### src/rtl/mbrx_pkg.sv
// Shared constants, types and CRC helper for the Modbus RTU frame receiver.
package mbrx_pkg;

  // Frame limits and protocol constants
  localparam int unsigned FRAME_MAX   = 256;
  localparam int unsigned PAYLOAD_MAX = 32;
  localparam int unsigned MIN_FRAME   = 5;
  localparam int unsigned IDX_W       = $clog2(PAYLOAD_MAX);

  localparam logic [7:0]  FUNC_READ_HOLDING = 8'h03;
  localparam logic [15:0] CRC_INIT          = 16'hFFFF;
  localparam logic [15:0] CRC_POLY          = 16'hA001;
  localparam logic [9:0]  GAP_RESET         = 10'd4;

  // Result status codes
  localparam logic [1:0] ST_OK   = 2'd0;
  localparam logic [1:0] ST_CRC  = 2'd1;
  localparam logic [1:0] ST_FUNC = 2'd2;
  localparam logic [1:0] ST_LEN  = 2'd3;

  // Controller to datapath commands
  typedef struct packed {
    logic load_in;    // capture the input transfer
    logic start_run;  // latch the frame verdict, index to zero
    logic clr_frame;  // empty the frame
    logic rd_en;      // read a payload entry
    logic advance;    // step to the next payload entry
    logic take;       // fold the held byte into the frame
  } mbrx_cmd_t;

  // Datapath to controller status
  typedef struct packed {
    logic gap_close;  // silence exceeded: the open frame closes
    logic report;     // closed frame is long enough to report
    logic run_last;   // current result ends the run
  } mbrx_sts_t;

  // One byte of CRC-16/Modbus, bitwise reflected
  function automatic logic [15:0] crc_byte(input logic [15:0] crc_in, input logic [7:0] b);
    logic [15:0] c;
    c = crc_in ^ {8'h00, b};
    for (int k = 0; k < 8; k++) begin
      if (c[0]) begin
        c = (c >> 1) ^ CRC_POLY;
      end else begin
        c = c >> 1;
      end
    end
    return c;
  endfunction

endpackage

### src/rtl/mbrx_ctrl.sv
// Controller state machine sequencing byte intake and the result run.
module mbrx_ctrl (
  input  logic               clk,
  input  logic               rst_n,
  input  logic               in_valid,
  output logic               in_ready,
  output logic               out_valid,
  input  logic               out_ready,
  input  mbrx_pkg::mbrx_sts_t sts,
  output mbrx_pkg::mbrx_cmd_t cmd
);
  import mbrx_pkg::*;

  typedef enum logic [4:0] {
    S_IDLE  = 5'b00001,
    S_CHECK = 5'b00010,
    S_READ  = 5'b00100,
    S_OUT   = 5'b01000,
    S_TAKE  = 5'b10000
  } state_t;

  state_t state_r, state_nxt;

  // State register
  always_ff @(posedge clk) begin
    if (!rst_n) begin
      state_r <= S_IDLE;
    end else begin
      state_r <= state_nxt;
    end
  end

  // Next state and commands
  always_comb begin
    state_nxt = state_r;
    cmd       = '0;
    in_ready  = 1'b0;
    out_valid = 1'b0;
    case (state_r)
      S_IDLE: begin
        in_ready = 1'b1;
        if (in_valid) begin
          cmd.load_in = 1'b1;
          state_nxt   = S_CHECK;
        end
      end
      S_CHECK: begin
        if (sts.gap_close && sts.report) begin
          cmd.start_run = 1'b1;
          state_nxt     = S_READ;
        end else begin
          // short frame is dropped without a result
          cmd.clr_frame = sts.gap_close;
          state_nxt     = S_TAKE;
        end
      end
      S_READ: begin
        cmd.rd_en = 1'b1;
        state_nxt = S_OUT;
      end
      S_OUT: begin
        out_valid = 1'b1;
        if (out_ready) begin
          if (sts.run_last) begin
            cmd.clr_frame = 1'b1;
            state_nxt     = S_TAKE;
          end else begin
            cmd.rd_en   = 1'b1;
            cmd.advance = 1'b1;
          end
        end
      end
      S_TAKE: begin
        cmd.take  = 1'b1;
        state_nxt = S_IDLE;
      end
      default: begin
        state_nxt = S_IDLE;
      end
    endcase
  end

endmodule

### src/rtl/mbrx_dp.sv
// Datapath: frame state, running CRC, payload memory and result fields.
module mbrx_dp (
  input  logic                clk,
  input  logic                rst_n,
  input  logic                cfg_valid,
  input  logic [9:0]          cfg_gap_ms,
  input  logic [7:0]          in_rx_byte,
  input  logic [31:0]         in_time_ms,
  input  mbrx_pkg::mbrx_cmd_t cmd,
  output mbrx_pkg::mbrx_sts_t sts,
  output logic [1:0]          out_status,
  output logic [7:0]          out_slave_address,
  output logic [7:0]          out_function_code,
  output logic [7:0]          out_byte_count,
  output logic [4:0]          out_data_index,
  output logic [7:0]          out_data_byte,
  output logic [15:0]         out_crc_computed,
  output logic [15:0]         out_crc_received,
  output logic                out_last
);
  import mbrx_pkg::*;

  logic [9:0]       gap_r;
  logic [7:0]       byte_r;
  logic [31:0]      time_r;
  logic [8:0]       bytes_r;
  logic [31:0]      last_time_r;
  logic [15:0]      crc_r;
  logic [15:0]      frozen_r;
  logic [15:0]      frame_crc_r;
  logic [7:0]       addr_r;
  logic [7:0]       func_r;
  logic [7:0]       len_r;
  logic [1:0]       status_r;
  logic [IDX_W-1:0] idx_r;
  logic [7:0]       rd_data_r;
  logic [7:0]       mem [PAYLOAD_MAX];

  logic [31:0]      elapsed;
  logic [8:0]       need_bytes;
  logic [1:0]       verdict;
  logic [9:0]       pos;
  logic [9:0]       crc_end;
  logic [8:0]       wr_off;
  logic [15:0]      crc_base;
  logic [15:0]      crc_upd;
  logic             wr_en;
  logic [IDX_W-1:0] rd_addr;
  logic             has_crc;

  // Close decision and frame verdict
  assign elapsed    = time_r - last_time_r;
  assign need_bytes = 9'(MIN_FRAME) + {1'b0, len_r};
  always_comb begin
    if (func_r != FUNC_READ_HOLDING) begin
      verdict = ST_FUNC;
    end else if (len_r > 8'(PAYLOAD_MAX) || bytes_r < need_bytes) begin
      verdict = ST_LEN;
    end else if (frozen_r == frame_crc_r) begin
      verdict = ST_OK;
    end else begin
      verdict = ST_CRC;
    end
  end
  assign sts.gap_close = (bytes_r != 9'd0) && (elapsed > {22'd0, gap_r});
  assign sts.report    = bytes_r >= 9'(MIN_FRAME);

  // Byte intake helpers
  assign pos      = {1'b0, bytes_r};
  assign crc_end  = 10'd3 + {2'b00, len_r};
  assign wr_off   = bytes_r - 9'd3;
  assign crc_base = (bytes_r == 9'd0) ? CRC_INIT : crc_r;
  assign crc_upd  = crc_byte(crc_base, byte_r);
  assign wr_en    = cmd.take && (bytes_r < 9'(FRAME_MAX)) && (pos >= 10'd3) &&
                    (pos < crc_end) && (bytes_r < 9'(PAYLOAD_MAX + 3));

  // Configuration register
  always_ff @(posedge clk) begin
    if (!rst_n) begin
      gap_r <= GAP_RESET;
    end else if (cfg_valid) begin
      gap_r <= cfg_gap_ms;
    end
  end

  // Input capture
  always_ff @(posedge clk) begin
    if (cmd.load_in) begin
      byte_r <= in_rx_byte;
      time_r <= in_time_ms;
    end
  end

  // Frame state
  always_ff @(posedge clk) begin
    if (!rst_n) begin
      bytes_r     <= '0;
      last_time_r <= '0;
      crc_r       <= CRC_INIT;
      frozen_r    <= '0;
      frame_crc_r <= '0;
      addr_r      <= '0;
      func_r      <= '0;
      len_r       <= '0;
    end else if (cmd.clr_frame) begin
      bytes_r <= '0;
    end else if (cmd.take) begin
      if (bytes_r < 9'(FRAME_MAX)) begin
        if (bytes_r == 9'd0) addr_r <= byte_r;
        if (bytes_r == 9'd1) func_r <= byte_r;
        if (bytes_r == 9'd2) len_r  <= byte_r;
        if (pos < 10'd3 || pos < crc_end) begin
          crc_r <= crc_upd;
        end else if (pos == crc_end) begin
          frozen_r    <= crc_r;
          frame_crc_r <= {8'h00, byte_r};
        end else if (pos == crc_end + 10'd1) begin
          frame_crc_r[15:8] <= byte_r;
        end
        bytes_r     <= bytes_r + 9'd1;
        last_time_r <= time_r;
      end else begin
        // overflow: frame and byte are discarded
        bytes_r <= '0;
      end
    end
  end

  // Run control
  always_ff @(posedge clk) begin
    if (!rst_n) begin
      status_r <= ST_OK;
      idx_r    <= '0;
    end else if (cmd.start_run) begin
      status_r <= verdict;
      idx_r    <= '0;
    end else if (cmd.advance) begin
      idx_r <= idx_r + 1'b1;
    end
  end

  // Payload memory
  assign rd_addr = cmd.advance ? idx_r + 1'b1 : idx_r;
  always_ff @(posedge clk) begin
    if (wr_en) begin
      mem[wr_off[IDX_W-1:0]] <= byte_r;
    end
    if (cmd.rd_en) begin
      rd_data_r <= mem[rd_addr];
    end
  end

  // Result fields
  assign has_crc           = (status_r == ST_OK) || (status_r == ST_CRC);
  assign out_status        = status_r;
  assign out_slave_address = addr_r;
  assign out_function_code = func_r;
  assign out_byte_count    = (status_r == ST_FUNC) ? 8'd0 : len_r;
  assign out_data_index    = idx_r;
  assign out_data_byte     = (has_crc && len_r != 8'd0) ? rd_data_r : 8'd0;
  assign out_crc_computed  = has_crc ? frozen_r : 16'd0;
  assign out_crc_received  = has_crc ? frame_crc_r : 16'd0;
  assign sts.run_last      = !has_crc || (len_r == 8'd0) ||
                             ({3'b000, idx_r} + 8'd1 == len_r);
  assign out_last          = sts.run_last;

endmodule

### src/rtl/modbus_rtu_frame_receiver.sv
// Modbus RTU receiver top: a byte that reports no frame passes the check and take states before ready.
// A closing byte that reports a frame gives its first result after the check and read states,
// then one result per cycle while the output is taken.
// Each result needs one registered read of the 32-entry payload memory, pipelined one ahead.
// Reset (rst_n, synchronous, active low): frame empty, gap setting 4 ms, CRC preset 0xFFFF.
module modbus_rtu_frame_receiver (
  input  logic        clk,
  input  logic        rst_n,
  input  logic        cfg_valid,
  output logic        cfg_ready,
  input  logic [9:0]  cfg_gap_ms,
  input  logic        in_valid,
  output logic        in_ready,
  input  logic [7:0]  in_rx_byte,
  input  logic [31:0] in_time_ms,
  output logic        out_valid,
  input  logic        out_ready,
  output logic [1:0]  out_status,
  output logic [7:0]  out_slave_address,
  output logic [7:0]  out_function_code,
  output logic [7:0]  out_byte_count,
  output logic [4:0]  out_data_index,
  output logic [7:0]  out_data_byte,
  output logic [15:0] out_crc_computed,
  output logic [15:0] out_crc_received,
  output logic        out_last
);
  import mbrx_pkg::*;

  mbrx_cmd_t cmd;
  mbrx_sts_t sts;

  // Configuration is always taken
  assign cfg_ready = 1'b1;

  // Sequencer
  mbrx_ctrl u_ctrl (
    .clk       (clk),
    .rst_n     (rst_n),
    .in_valid  (in_valid),
    .in_ready  (in_ready),
    .out_valid (out_valid),
    .out_ready (out_ready),
    .sts       (sts),
    .cmd       (cmd)
  );

  // Frame datapath
  mbrx_dp u_dp (
    .clk               (clk),
    .rst_n             (rst_n),
    .cfg_valid         (cfg_valid),
    .cfg_gap_ms        (cfg_gap_ms),
    .in_rx_byte        (in_rx_byte),
    .in_time_ms        (in_time_ms),
    .cmd               (cmd),
    .sts               (sts),
    .out_status        (out_status),
    .out_slave_address (out_slave_address),
    .out_function_code (out_function_code),
    .out_byte_count    (out_byte_count),
    .out_data_index    (out_data_index),
    .out_data_byte     (out_data_byte),
    .out_crc_computed  (out_crc_computed),
    .out_crc_received  (out_crc_received),
    .out_last          (out_last)
  );

endmodule
### config.mk
export PLATFORM = sky130hd
export DESIGN_NAME = modbus_rtu_frame_receiver
export DESIGN_NICKNAME = d
export VERILOG_FILES = /design/src/rtl/mbrx_pkg.sv /design/src/rtl/mbrx_ctrl.sv /design/src/rtl/mbrx_dp.sv /design/src/rtl/modbus_rtu_frame_receiver.sv
export SDC_FILE = /design/constraint.sdc
export NUM_CORES = 1
export LEC_CHECK = 0
export ABC_AREA = 1
export ABC_CLOCK_PERIOD_IN_PS = 7200
export BUFFER_PORTS_ARGS = -buffer_cell sky130_fd_sc_hd__buf_2
export CAP_MARGIN = 30
export CORE_MARGIN = 1
export CORE_UTILIZATION = 50
export CTS_BUF_LIST = sky130_fd_sc_hd__clkbuf_4 sky130_fd_sc_hd__clkbuf_8
export DETAILED_ROUTE_END_ITERATION = 10
export GPL_ROUTABILITY_DRIVEN = 0
export PLACE_DENSITY = 0.78
export SLEW_MARGIN = 20
export SYNTH_ARGS = -nofsm -noshare
export SYNTH_HDL_FRONTEND = slang
export SYNTH_HIERARCHICAL = 1
export SYNTH_SLANG_ARGS = --single-unit
### constraint.sdc
create_clock -name clk -period 7.2 [get_ports clk]
set_clock_uncertainty 0.1 [all_clocks]
set_input_delay 1.08 -clock clk [delete_from_list [all_inputs] [get_ports clk]]
set_output_delay 1.08 -clock clk [all_outputs]
set_load 0.05 [all_outputs]
==> results of run 1 <==
==> worst paths after layout <==
kind	from	end	slack, ns	cells past startpoint
min reg2reg	u_dp/last_time_r[10]	u_dp/last_time_r[10]	0.36	2
min	u_dp/last_time_r[10]	u_dp/last_time_r[10]	0.36	2
max	u_dp/len_r[2]	u_dp/rd_data_r[3]	2.49	18
max reg2reg	u_dp/len_r[2]	u_dp/rd_data_r[3]	2.49	18
==> cells in the mapped netlist, types with 4 or more instances <==
cell | instances | area share
nor3_1 | 16 | 0.0037
xor2_1 | 28 | 0.011
nand4_1 | 25 | 0.0071
and2_1 | 6 | 0.0017
nand3_1 | 108 | 0.025
buf_2 | 17 | 0.0039
clkbuf_1 | 64 | 0.011
xnor2_1 | 13 | 0.0052
nand2_1 | 440 | 0.075
o221ai_1 | 58 | 0.023
a22oi_1 | 6 | 0.0021
ha_1 | 70 | 0.040
inv_1 | 289 | 0.049
nand3_2 | 4 | 0.0018
o211ai_1 | 16 | 0.0055
nor2_4 | 7 | 0.0036
nor2_1 | 362 | 0.062
nor2_2 | 10 | 0.0029
nand3b_1 | 5 | 0.0017
a21oi_1 | 110 | 0.025
o21ai_0 | 215 | 0.049
o22ai_1 | 10 | 0.0029
nand2_2 | 17 | 0.0048
nand2_4 | 4 | 0.0021
edfxtp_1 | 304 | 0.42
buf_4 | 10 | 0.0034
inv_2 | 24 | 0.0041
a31oi_1 | 8 | 0.0023
dfxtp_1 | 135 | 0.12
a211oi_1 | 32 | 0.011
==> state kept, by name, summed over array words and instances, names as in the netlist, 9 cells and up <==
name              cells
u_dp/crc_r           16
u_dp/gap_r           10
u_dp/frame_crc_r     16
u_dp/last_time_r     32
u_dp/mem            256
u_dp/frozen_r        16
u_dp/time_r          32
u_dp/bytes_r          9
==> metal layers <==
metal,track usage,vias to the layer above
met5,0,-
met4,0.125,0
met3,0.0513,183
met2,0.446,1006
met1,0.336,8625
li1,-,8586
==> cells by family (layout without fill, tap and decap cells) <==
| group | Yosys count | after routing |
|---|---|---|
| simple gates | 1015 | 1015 |
| compound gates | 479 | 479 |
| flops | 439 | 439 |
| buf+inv | 411 | 600 |
| fa+ha+maj | 71 | 71 |
| xor+xnor | 44 | 44 |
| other cells | 1 | 1 |
==> cell type report <==
| cell class | count | area [sq um] |
|---|---|---|
| Inverter | 316 | 1190 |
| Tap cell | 585 | 732 |
| Fill cell | 3673 | 18500 |
| Clock buffer | 95 | 1210 |
| Clock inverter | 38 | 347 |
| Sequential cell | 439 | 11800 |
| Multi-Input combinational cell | 1610 | 8490 |
| Timing Repair Buffer | 151 | 841 |
==> stage by stage <==
step / utilization / setup slack [ns]
after floorplan: - / 3.35
after global placement: 0.533 / 2.59
after detailed placement: 0.534 / 2.66
after CTS: 0.570 / 2.62
after global routing: 0.571 / 2.11
final: 0.571 / 2.49
==> report_power, final <==
group	total, W	switching [W]	internal (W)
combinational	0.000575	0.000404	0.000171
sequential	0.00278	0.0000217	0.00276
clock	0.00236	0.00103	0.00132
==> cells in the final DEF (no fill, tap or decap), types with 32 or more instances in the layout <==
cell        n
dfxtp_1   135
ha_1       70
nor2_1    361
a211oi_1   32
buf_2     128
inv_1     289
a21oi_1   110
clkbuf_8   79
edfxtp_1  304
o21ai_0   215
o221ai_1   58
nand3_1   108
nand2_1   439
==> worst register-to-register path, cell delays in order, from the launching register on <==
cell      delay, ns
dfxtp_1        0.53
inv_1          0.22
ha_1           0.24
nand3_1        0.11
o31ai_2        0.16
a41o_1         0.29
inv_1          0.06
nand2_1        0.05
nor2_1         0.34
inv_2          0.12
nand2_1        0.12
nand2_4        0.35
inv_2          0.15
buf_4          0.39
buf_16         0.34
o21ai_0        0.19
o221ai_1       0.34
o211ai_1       0.20
a31oi_1        0.23
==> key figures, run 1 <==
Routing
  – Drt total wl: 59800 um
  – Max Used Layer: met4
  – Met1 Wirelength: 23000 um
  – Number of DRC markers in iteration 0: 2071
  – Via count: 18.4k
  – Antenna-violating nets left: 0
  – Wirelength per Cell: 18.5 um
  – Met2 wire len: 28700 um
  – DRC Markers: 0
  – Via density: 5.69
  – WL met3: 5600 um
  – 1st-pass router iterations: 6

Global routing
  – GRT Total Usage: 0.268
  – Total gr overflow: 0
  – Largest net degree at the start of global routing: 89
  – First-pass GRT wire length: 92800 um
  – Initial antenna violation count: 0
  – Vias in the first global route: 17.5k

Synthesis
  – Post-Syn Area: 21900 sq um
  – EDFF count, synth: 304
  – Mapped Nets: 2586
  – Synth Instances: 2460
  – Sequential area share after synthesis: 0.539
  – Yosys cell types: 57
  – FF+latch count, synth: 439
  – Largest family of logic cells by synthesized area: simple AND/OR/NAND/NOR gates
  – Ys async rst share: 0
  – Mux contribution to synthesized area: 0
  – Post-Synth XOR/XNOR Area: 0.0186
  – Primary FF master, synth: edfxtp_1
  – Simple-gate share of the synthesized area: 0.196
  – Synth Area per Inst: 8.92 sq um
  – Compound-Gate Fraction of Synth Area: 0.130
  – Yosys warning total: 6
  – Adder-Cell Fraction of Synth Area: 0.0408

Power and ir drop
  – Pwr Density: 232 nW/um^2
  – Leak: 10.1 nW
  – Max VDD drop: 0.242 mV
  – Total power: 0.00572 W

Clocking
  – Clock Pin Slew Worst Setup and Hold Paths: 0.05 ns
  – Clock sinks: 439
  – Clk root buf: clkbuf_8
  – TritonCTS clock tree: done
  – # resized after CTS: 0
  – CTS H-tree lvls: 3
  – CTS Hold Buffers Added: 0
  – Max Root-Sink Buffers: 3
  – CTS Buf Count: 74
  – Worst skew pair latency: 0.66 ns
  – Postcts setup bufs: 0

Cells and area
  – Final nets: 2718
  – Synth-to-Final Area Change: 12.3%
  – Design Area, Final: 24600 sq um
  – ANT cells: 0
  – Fin cells: 3234
  – Share of cells above drive strength 1: 0.133

Critical path
  – Top delay family on crit path: compound AO/OA/AOI/OAI gates
  – CP max-delay cell: dfxtp_1
  – Setup Crit Path Kind: reg2reg
  – Crit. End Element: flop
  – CP required: 7.59 ns
  – Critical Path AT: 5.09 ns
  – CP peak stage delay: 0.53 ns
  – CP max FO: 88
  – Cell breakdown of the critical path: inv_1, ha_1, nand3_1, o31ai_2, a41o_1, inv_1, nand2_1, nor2_1, inv_2, nand2_1, nand2_4, inv_2, buf_4, buf_16, o21ai_0, o221ai_1, o211ai_1, a31oi_1
  – WP buf/inv: 6
  – Setup crit start kind: flop

Timing
  – Final Hold Viols: 0
  – Setup TNS: 0 ns
  – Final hold slack: 0.359 ns
  – Max frequency: 212 MHz
  – RSZ-0062 raised after global routing: false
  – Max transition margin: 0.407
  – Final min period: 4.71 ns
  – Final worst path period share: 0.654
  – Measured slew at the worst slew-check pin: 0.886 ns
  – Final setup viols: 0
  – Max Slew Vio Count: 0

Floorplan
  – DIE WIDTH: 211 um
  – IO Pins: 130
  – Chip Height: 211 um
  – Die area: 44700 sq um
  – FP Rows: 76
  – Core area: 43200 sq um
  – Initial cell density of the core: 0.508

Placed design
  – Placed Area: 23100 sq um
  – Port Buffers: 128
  – Post-placement cell count: 3100
  – DP HPWL: 40200 um

Flow run
  – Max-cap violations: 0

Status
  – Status: complete, no violations

Worst hold path
  – Min-Delay Path Class: reg2reg
Note: power is estimated with default switching activity, not from simulation.
==> inputs of run 2 (changes only) <==
ABC_CLOCK_PERIOD_IN_PS = 4660   (was 7200)
clock period = 4.66 ns   (was 7.2 ns; I/O delays follow)
==> key figures, run 2 (synthesis gave the netlist of run 1 again) <==
Cells and area
  – Register area: 11800 sq um (unchanged)
  – Most frequent cells in the layout: 439 x nand2_1, 361 x nor2_1, 304 x edfxtp_1, 289 x inv_1, 215 x o21ai_0 (unchanged)
  – Number of flip-flops in the largest register: 256 (unchanged)
  – Share of cells above drive strength 1: 0.147 (was 0.133)
  – Final Util: 0.577 (was 0.571)
  – Fillers: 3731 (was 3673)
  – Design Area, Final: 24900 sq um (was 24600 sq um)
  – ANT cells: 0 (unchanged)
  – Commonest non-fill, non-tap cell in the layout: nand2_1 (unchanged)
  – Synth-to-Final Area Change: 13.5% (was 12.3%)
  – Area of the multi-input gates: 8490 sq um (about the same)
  – Final nets: 2754 (was 2718)

Routing
  – 1st-pass router iterations: 6 (unchanged)
  – Via count: 18.2k (was 18.4k)
  – Drt total wl: 57900 um (was 59800 um)
  – Wirelength per Cell: 17.7 um (was 18.5 um)
  – Via density: 5.58 (was 5.69)
  – DRC Markers: 0 (unchanged)
  – Number of DRC markers in iteration 0: 1874 (was 2071)
  – Antenna-violating nets left: 0 (unchanged)

Critical path
  – Setup crit start kind: flop (unchanged)
  – R2R Path End: u_dp/crc_r[5] (was u_dp/rd_data_r[3])
  – Critical Path AT: 4.67 ns (was 5.09 ns)
  – FF-to-FF path depth: 23 (was 18)
  – CP required: 5.04 ns (was 7.59 ns)
  – CP max FO: 19 (was 88)
  – Flop2flop setup slack: 0.37 ns (was 2.49 ns)
  – Critical Path End: u_dp/crc_r[5] (was u_dp/rd_data_r[3])
  – Setup Crit Path Kind: reg2reg (unchanged)
  – Worst r2r src: u_dp/time_r[0] (was u_dp/len_r[2])
  – Crit. End Element: flop (unchanged)
  – Worst setup path start: u_dp/time_r[0] (was u_dp/len_r[2])

Clocking
  – TritonCTS clock tree: done (unchanged)
  – Clock Pin Slew Worst Setup and Hold Paths: 0.06 ns (was 0.05 ns)
  – Clk root buf: clkbuf_8 (unchanged)
  – CTS Buf Count: 71 (was 74)
  – # resized after CTS: 0 (unchanged)
  – Max Root-Sink Buffers: 3 (unchanged)
  – Worst skew pair latency: 0.64 ns (was 0.66 ns)
  – CTS Hold Buffers Added: 0 (unchanged)
  – Clock sinks: 439 (unchanged)
  – Postcts setup bufs: 0 (unchanged)
  – CTS H-tree lvls: 3 (unchanged)

Floorplan
  – Die area: 44700 sq um (unchanged)
  – Chip Height: 211 um (unchanged)
  – DIE WIDTH: 211 um (unchanged)
  – Initial cell density of the core: 0.508 (unchanged)
  – FP Rows: 76 (unchanged)
  – Core area: 43200 sq um (unchanged)
  – IO Pins: 130 (unchanged)

Timing
  – Max Slew Vio Count: 0 (unchanged)
  – Setup TNS: 0 ns (unchanged)
  – Post-route setup slack: 0.368 ns (was 2.49 ns)
  – Final Hold Viols: 0 (unchanged)
  – Final setup viols: 0 (unchanged)
  – Max transition margin: 0.437 (was 0.407)
  – Final hold slack: 0.147 ns (was 0.359 ns)
  – Measured slew at the worst slew-check pin: 0.841 ns (was 0.886 ns)
  – Final worst path period share: 0.921 (was 0.654)
  – Max frequency: 233 MHz (was 212 MHz)
  – Final min period: 4.29 ns (was 4.71 ns)
  – RSZ-0062 raised after global routing: false (unchanged)

Global routing
  – Largest net degree at the start of global routing: 76 (was 89)
  – Initial antenna violation count: 1 (was 0)
  – Vias in the first global route: 17.9k (was 17.5k)
  – First-pass GRT wire length: 92500 um (was 92800 um)
  – Total gr overflow: 0 (unchanged)
  – GRT Total Usage: 0.263 (was 0.268)

Placed design
  – Placed Area: 23400 sq um (was 23100 sq um)
  – Port Buffers: 128 (unchanged)
  – Setup WS pre-CTS: 0.235 ns (was 2.66 ns)
  – DP HPWL: 39600 um (was 40200 um)

Status
  – Status: complete, no violations (unchanged)

Power and ir drop
  – Leak: 10.3 nW (was 10.1 nW)
  – Max VDD drop: 0.344 mV (was 0.242 mV)
  – Pwr Density: 345 nW/um^2 (was 232 nW/um^2)

Worst hold path
  – Min-Delay Path Class: in2reg (was reg2reg)

Flow run
  – Max-cap violations: 0 (unchanged)
## run 2: cell type report
| cell class | instances | area share |
|---|---|---|
| Sequential cell | 439 | 0.475 |
| Inverter | 316 | 0.0477 |
| Timing Repair Buffer | 190 | 0.0476 |
| Clock inverter | 29 | 0.00885 |
| Multi-Input combinational cell | 1610 | 0.341 |
| Tap cell | 585 | 0.0294 |
| Clock buffer | 98 | 0.0499 |
## run 2: how the worst min path moves through the flow
stage,endpoint,startpoint,cells past startpoint
detailed placement,u_dp/last_time_r[4],u_dp/last_time_r[4],2
global route,u_dp/byte_r[5],in_rx_byte[5],1
CTS,u_dp/time_r[26],in_time_ms[26],1
finish,u_dp/time_r[26],in_time_ms[26],1
floorplan,u_dp/last_time_r[10],u_dp/last_time_r[10],2
global placement,u_dp/last_time_r[20],u_dp/last_time_r[20],2
## run 2: through the flow
step | power [W] | cells
2_1_floorplan | 0.00499 | 2460
3_3_place_gp | 0.00521 | 3139
3_5_place_dp | 0.00525 | 3140
4_1_cts | 0.00864 | 3267
5_1_grt | 0.00894 | 3267
6_report | 0.00860 | 3267
## run 2: power by group
part | switching [W] | internal [W] | total, W | leakage, nW
Clock | 0.00156 | 0.00186 | 0.00341 | 0.767
Combinational | 0.000612 | 0.000269 | 0.000881 | 5.66
Sequential | 0.0000347 | 0.00427 | 0.00430 | 3.84
## run 2: per-layer routing
metal / share of wire / routed length, um / global-route usage / up-vias
li1: - / - / - / 8660
met1: 0.40 / 23000 / 0.334 / 8597
met2: 0.48 / 27900 / 0.443 / 812
met3: 0.084 / 4840 / 0.0461 / 157
met4: 0.037 / 2130 / 0.113 / 2
met5: 0.00022 / 13 / 0 / -
## run 2: critical path, stage by stage, from the launching register on
cell and delay [ns]:
edfxtp_1 0.32, inv_1 0.05, ha_1 0.22, fa_1 0.40
inv_1 0.14, nand3_1 0.09, nand3_1 0.18, xor2_1 0.27
ha_1 0.19, a21oi_1 0.06, o21ai_0 0.16, a21oi_1 0.08
o211ai_1 0.20, inv_1 0.07, nand3_1 0.08, nand2_1 0.05
nor2_1 0.11, nand2_1 0.08, o22ai_2 0.22, nor2_4 0.14
nand2_1 0.13, clkinv_1 0.42, o21ai_0 0.26, o211ai_1 0.13
==> inputs of run 3 (changes only) <==
CORE_UTILIZATION = 33   (was 50)
PLACE_DENSITY = 0.58   (was 0.78)
RECOVER_POWER = 50   (was default)
==> key figures, run 3 (synthesis gave the netlist of run 1 again) <==
Floorplan
  – Initial cell density of the core: 0.334 (was 0.508)
  – Chip Height: 260 um (was 211 um)
  – DIE WIDTH: 260 um (was 211 um)
  – IO Pins: 130 (unchanged)
  – Die area: 67500 sq um (was 44700 sq um)
  – Core area: 65700 sq um (was 43200 sq um)
  – FP Rows: 94 (was 76)

Timing
  – Final Hold Viols: 0 (unchanged)
  – Final setup viols: 0 (unchanged)
  – Final min period: 4.24 ns (was 4.29 ns)
  – Final worst path period share: 0.910 (was 0.921)
  – Max frequency: 236 MHz (was 233 MHz)
  – Max transition margin: -0.582 (was 0.437)
  – Setup TNS: 0 ns (unchanged)
  – Max Slew Vio Count: 319 (was 0)
  – Measured slew at the worst slew-check pin: 2.37 ns (was 0.841 ns)
  – RSZ-0062 raised after global routing: false (unchanged)

Cells and area
  – Commonest non-fill, non-tap cell in the layout: nand2_1 (unchanged)
  – Share of cells above drive strength 1: 0.123 (was 0.147)
  – Most frequent cells in the layout: 439 x nand2_1, 365 x nor2_1, 304 x edfxtp_1, 290 x inv_1, 215 x o21ai_0 (was 439 x nand2_1, 361 x nor2_1, 304 x edfxtp_1, 289 x inv_1, 215 x o21ai_0)
  – Number of flip-flops in the largest register: 256 (unchanged)
  – Final nets: 2768 (was 2754)
  – Synth-to-Final Area Change: 15.0% (was 13.5%)
  – ANT cells: 0 (unchanged)
  – Fin cells: 3568 (was 3267)

Status
  – Status: finished with violations (was complete, no violations)
  – Failing checks: capacitance limit, slew limit

Power and ir drop
  – Max VDD drop: 0.212 mV (was 0.344 mV)
  – Leak: 10.1 nW (was 10.3 nW)
  – Pwr Density: 346 nW/um^2 (was 345 nW/um^2)

Clocking
  – CTS H-tree lvls: 3 (unchanged)
  – TritonCTS clock tree: done (unchanged)
  – CTS Buf Count: 76 (was 71)
  – CTS Hold Buffers Added: 0 (unchanged)
  – Clk root buf: clkbuf_8 (unchanged)
  – Postcts setup bufs: 0 (unchanged)
  – Worst skew pair latency: 0.68 ns (was 0.64 ns)
  – Clock sinks: 439 (unchanged)
  – # resized after CTS: 0 (unchanged)
  – Clock Pin Slew Worst Setup and Hold Paths: 0.06 ns (about the same)
  – Max Root-Sink Buffers: 3 (unchanged)

Routing
  – Wirelength per Cell: 17.5 um (was 17.7 um)
  – Number of DRC markers in iteration 0: 1186 (was 1874)
  – DRC Markers: 0 (unchanged)
  – Via count: 17.8k (was 18.2k)
  – Antenna-violating nets left: 0 (unchanged)
  – Drt total wl: 62300 um (was 57900 um)
  – Via density: 5.00 (was 5.58)
  – 1st-pass router iterations: 8 (was 6)

Placed design
  – Post-placement cell count: 3428 (was 3140)
  – Port Buffers: 128 (unchanged)
  – DP HPWL: 43600 um (was 39600 um)

Critical path
  – Setup Crit Path Kind: reg2reg (unchanged)
  – Setup crit start kind: flop (unchanged)
  – Crit path top cell by count: nand2_1
  – CP required: 5.13 ns (was 5.04 ns)
  – CP max FO: 14 (was 19)
  – CP max-delay cell: fa_1 (was clkinv_1)
  – Crit. End Element: flop (unchanged)
  – Critical Path AT: 4.71 ns (was 4.67 ns)
  – CP peak stage delay: 0.41 ns (was 0.42 ns)

Global routing
  – Initial antenna violation count: 0 (was 1)
  – First-pass GRT wire length: 96200 um (was 92500 um)
  – Total gr overflow: 0 (unchanged)
  – GRT Total Usage: 0.183 (was 0.263)
  – Vias in the first global route: 17.6k (was 17.9k)
  – Largest net degree at the start of global routing: 81 (was 76)

Worst hold path
  – Min-Delay Path Class: in2reg (unchanged)

Flow run
  – Max-cap violations: 9 (was 0)
-- run 3: cell types whose count changed in the layout (fill, tap and decap cells not counted), sizes merged --
cell | before | now
buf | 190 | 136
clkbuf | 98 | 170
clkinv | 25 | 29
clkinvlp | 3 | 1
inv | 315 | 317
-- run 3: path summary, 6_finish.rpt --
kind                        startpoint                   end  slack, ns  depth (start not counted)
setup / recovery        u_dp/time_r[0]  u_dp/frame_crc_r[13]       0.42                         29
hold / removal          in_time_ms[25]       u_dp/time_r[25]       0.10                          1
setup reg to reg        u_dp/time_r[0]  u_dp/frame_crc_r[13]       0.42                         29
hold reg to reg   u_dp/last_time_r[19]  u_dp/last_time_r[19]       0.36                          2
-- run 3: layer usage --
layer  wire [um]  global-route usage  up-vias
met1       26700               0.222     8536
met3        3150              0.0333      134
met5           0                   0        -
met2       29700               0.310      472
met4        2790              0.0928        0
li1            -                   -     8697
-- run 3: layout make-up --
cell class | instances | area (sq um)
fillers | 6585 | 40500
flip-flops and latches | 439 | 11800
multi-input cells | 1610 | 8460
clock buffers | 107 | 1300
inverters | 316 | 1190
repair buffers | 199 | 1140
well taps | 864 | 1080
clock inverters | 33 | 219
-- run 3: stage by stage --
stage | util | power [W] | hold WS (ns) | cell area, sq um | setup WS [ns]
detailed placement | 0.362 | 0.00527 | 0.353 | 23800 | 0.352
global route | 0.384 | 0.00910 | 0.0685 | 25200 | 0.00884
CTS | 0.386 | 0.00882 | 0.0546 | 25400 | 0.321
global placement | 0.362 | 0.00526 | 0.343 | 23800 | 0.505
floorplan | - | 0.00499 | 0.333 | 21900 | 0.807
finish | 0.384 | 0.00873 | 0.102 | 25200 | 0.421
-- run 3: power by group --
part	switching, W	leakage [nW]	internal [W]
clock network	0.00161	0.801	0.00193
registers	0.0000425	3.84	0.00428
logic	0.000610	5.43	0.000255
-- run 3: worst max-delay path: cells and delay by family, from the launching register on --
kind | cells | cell delay, ns
compound gates | 3 | 0.32
xor+xnor | 1 | 0.19
fa+ha+maj | 3 | 0.89
buf+inv | 4 | 0.26
flops | 1 | 0.33
simple gates | 18 | 2.04
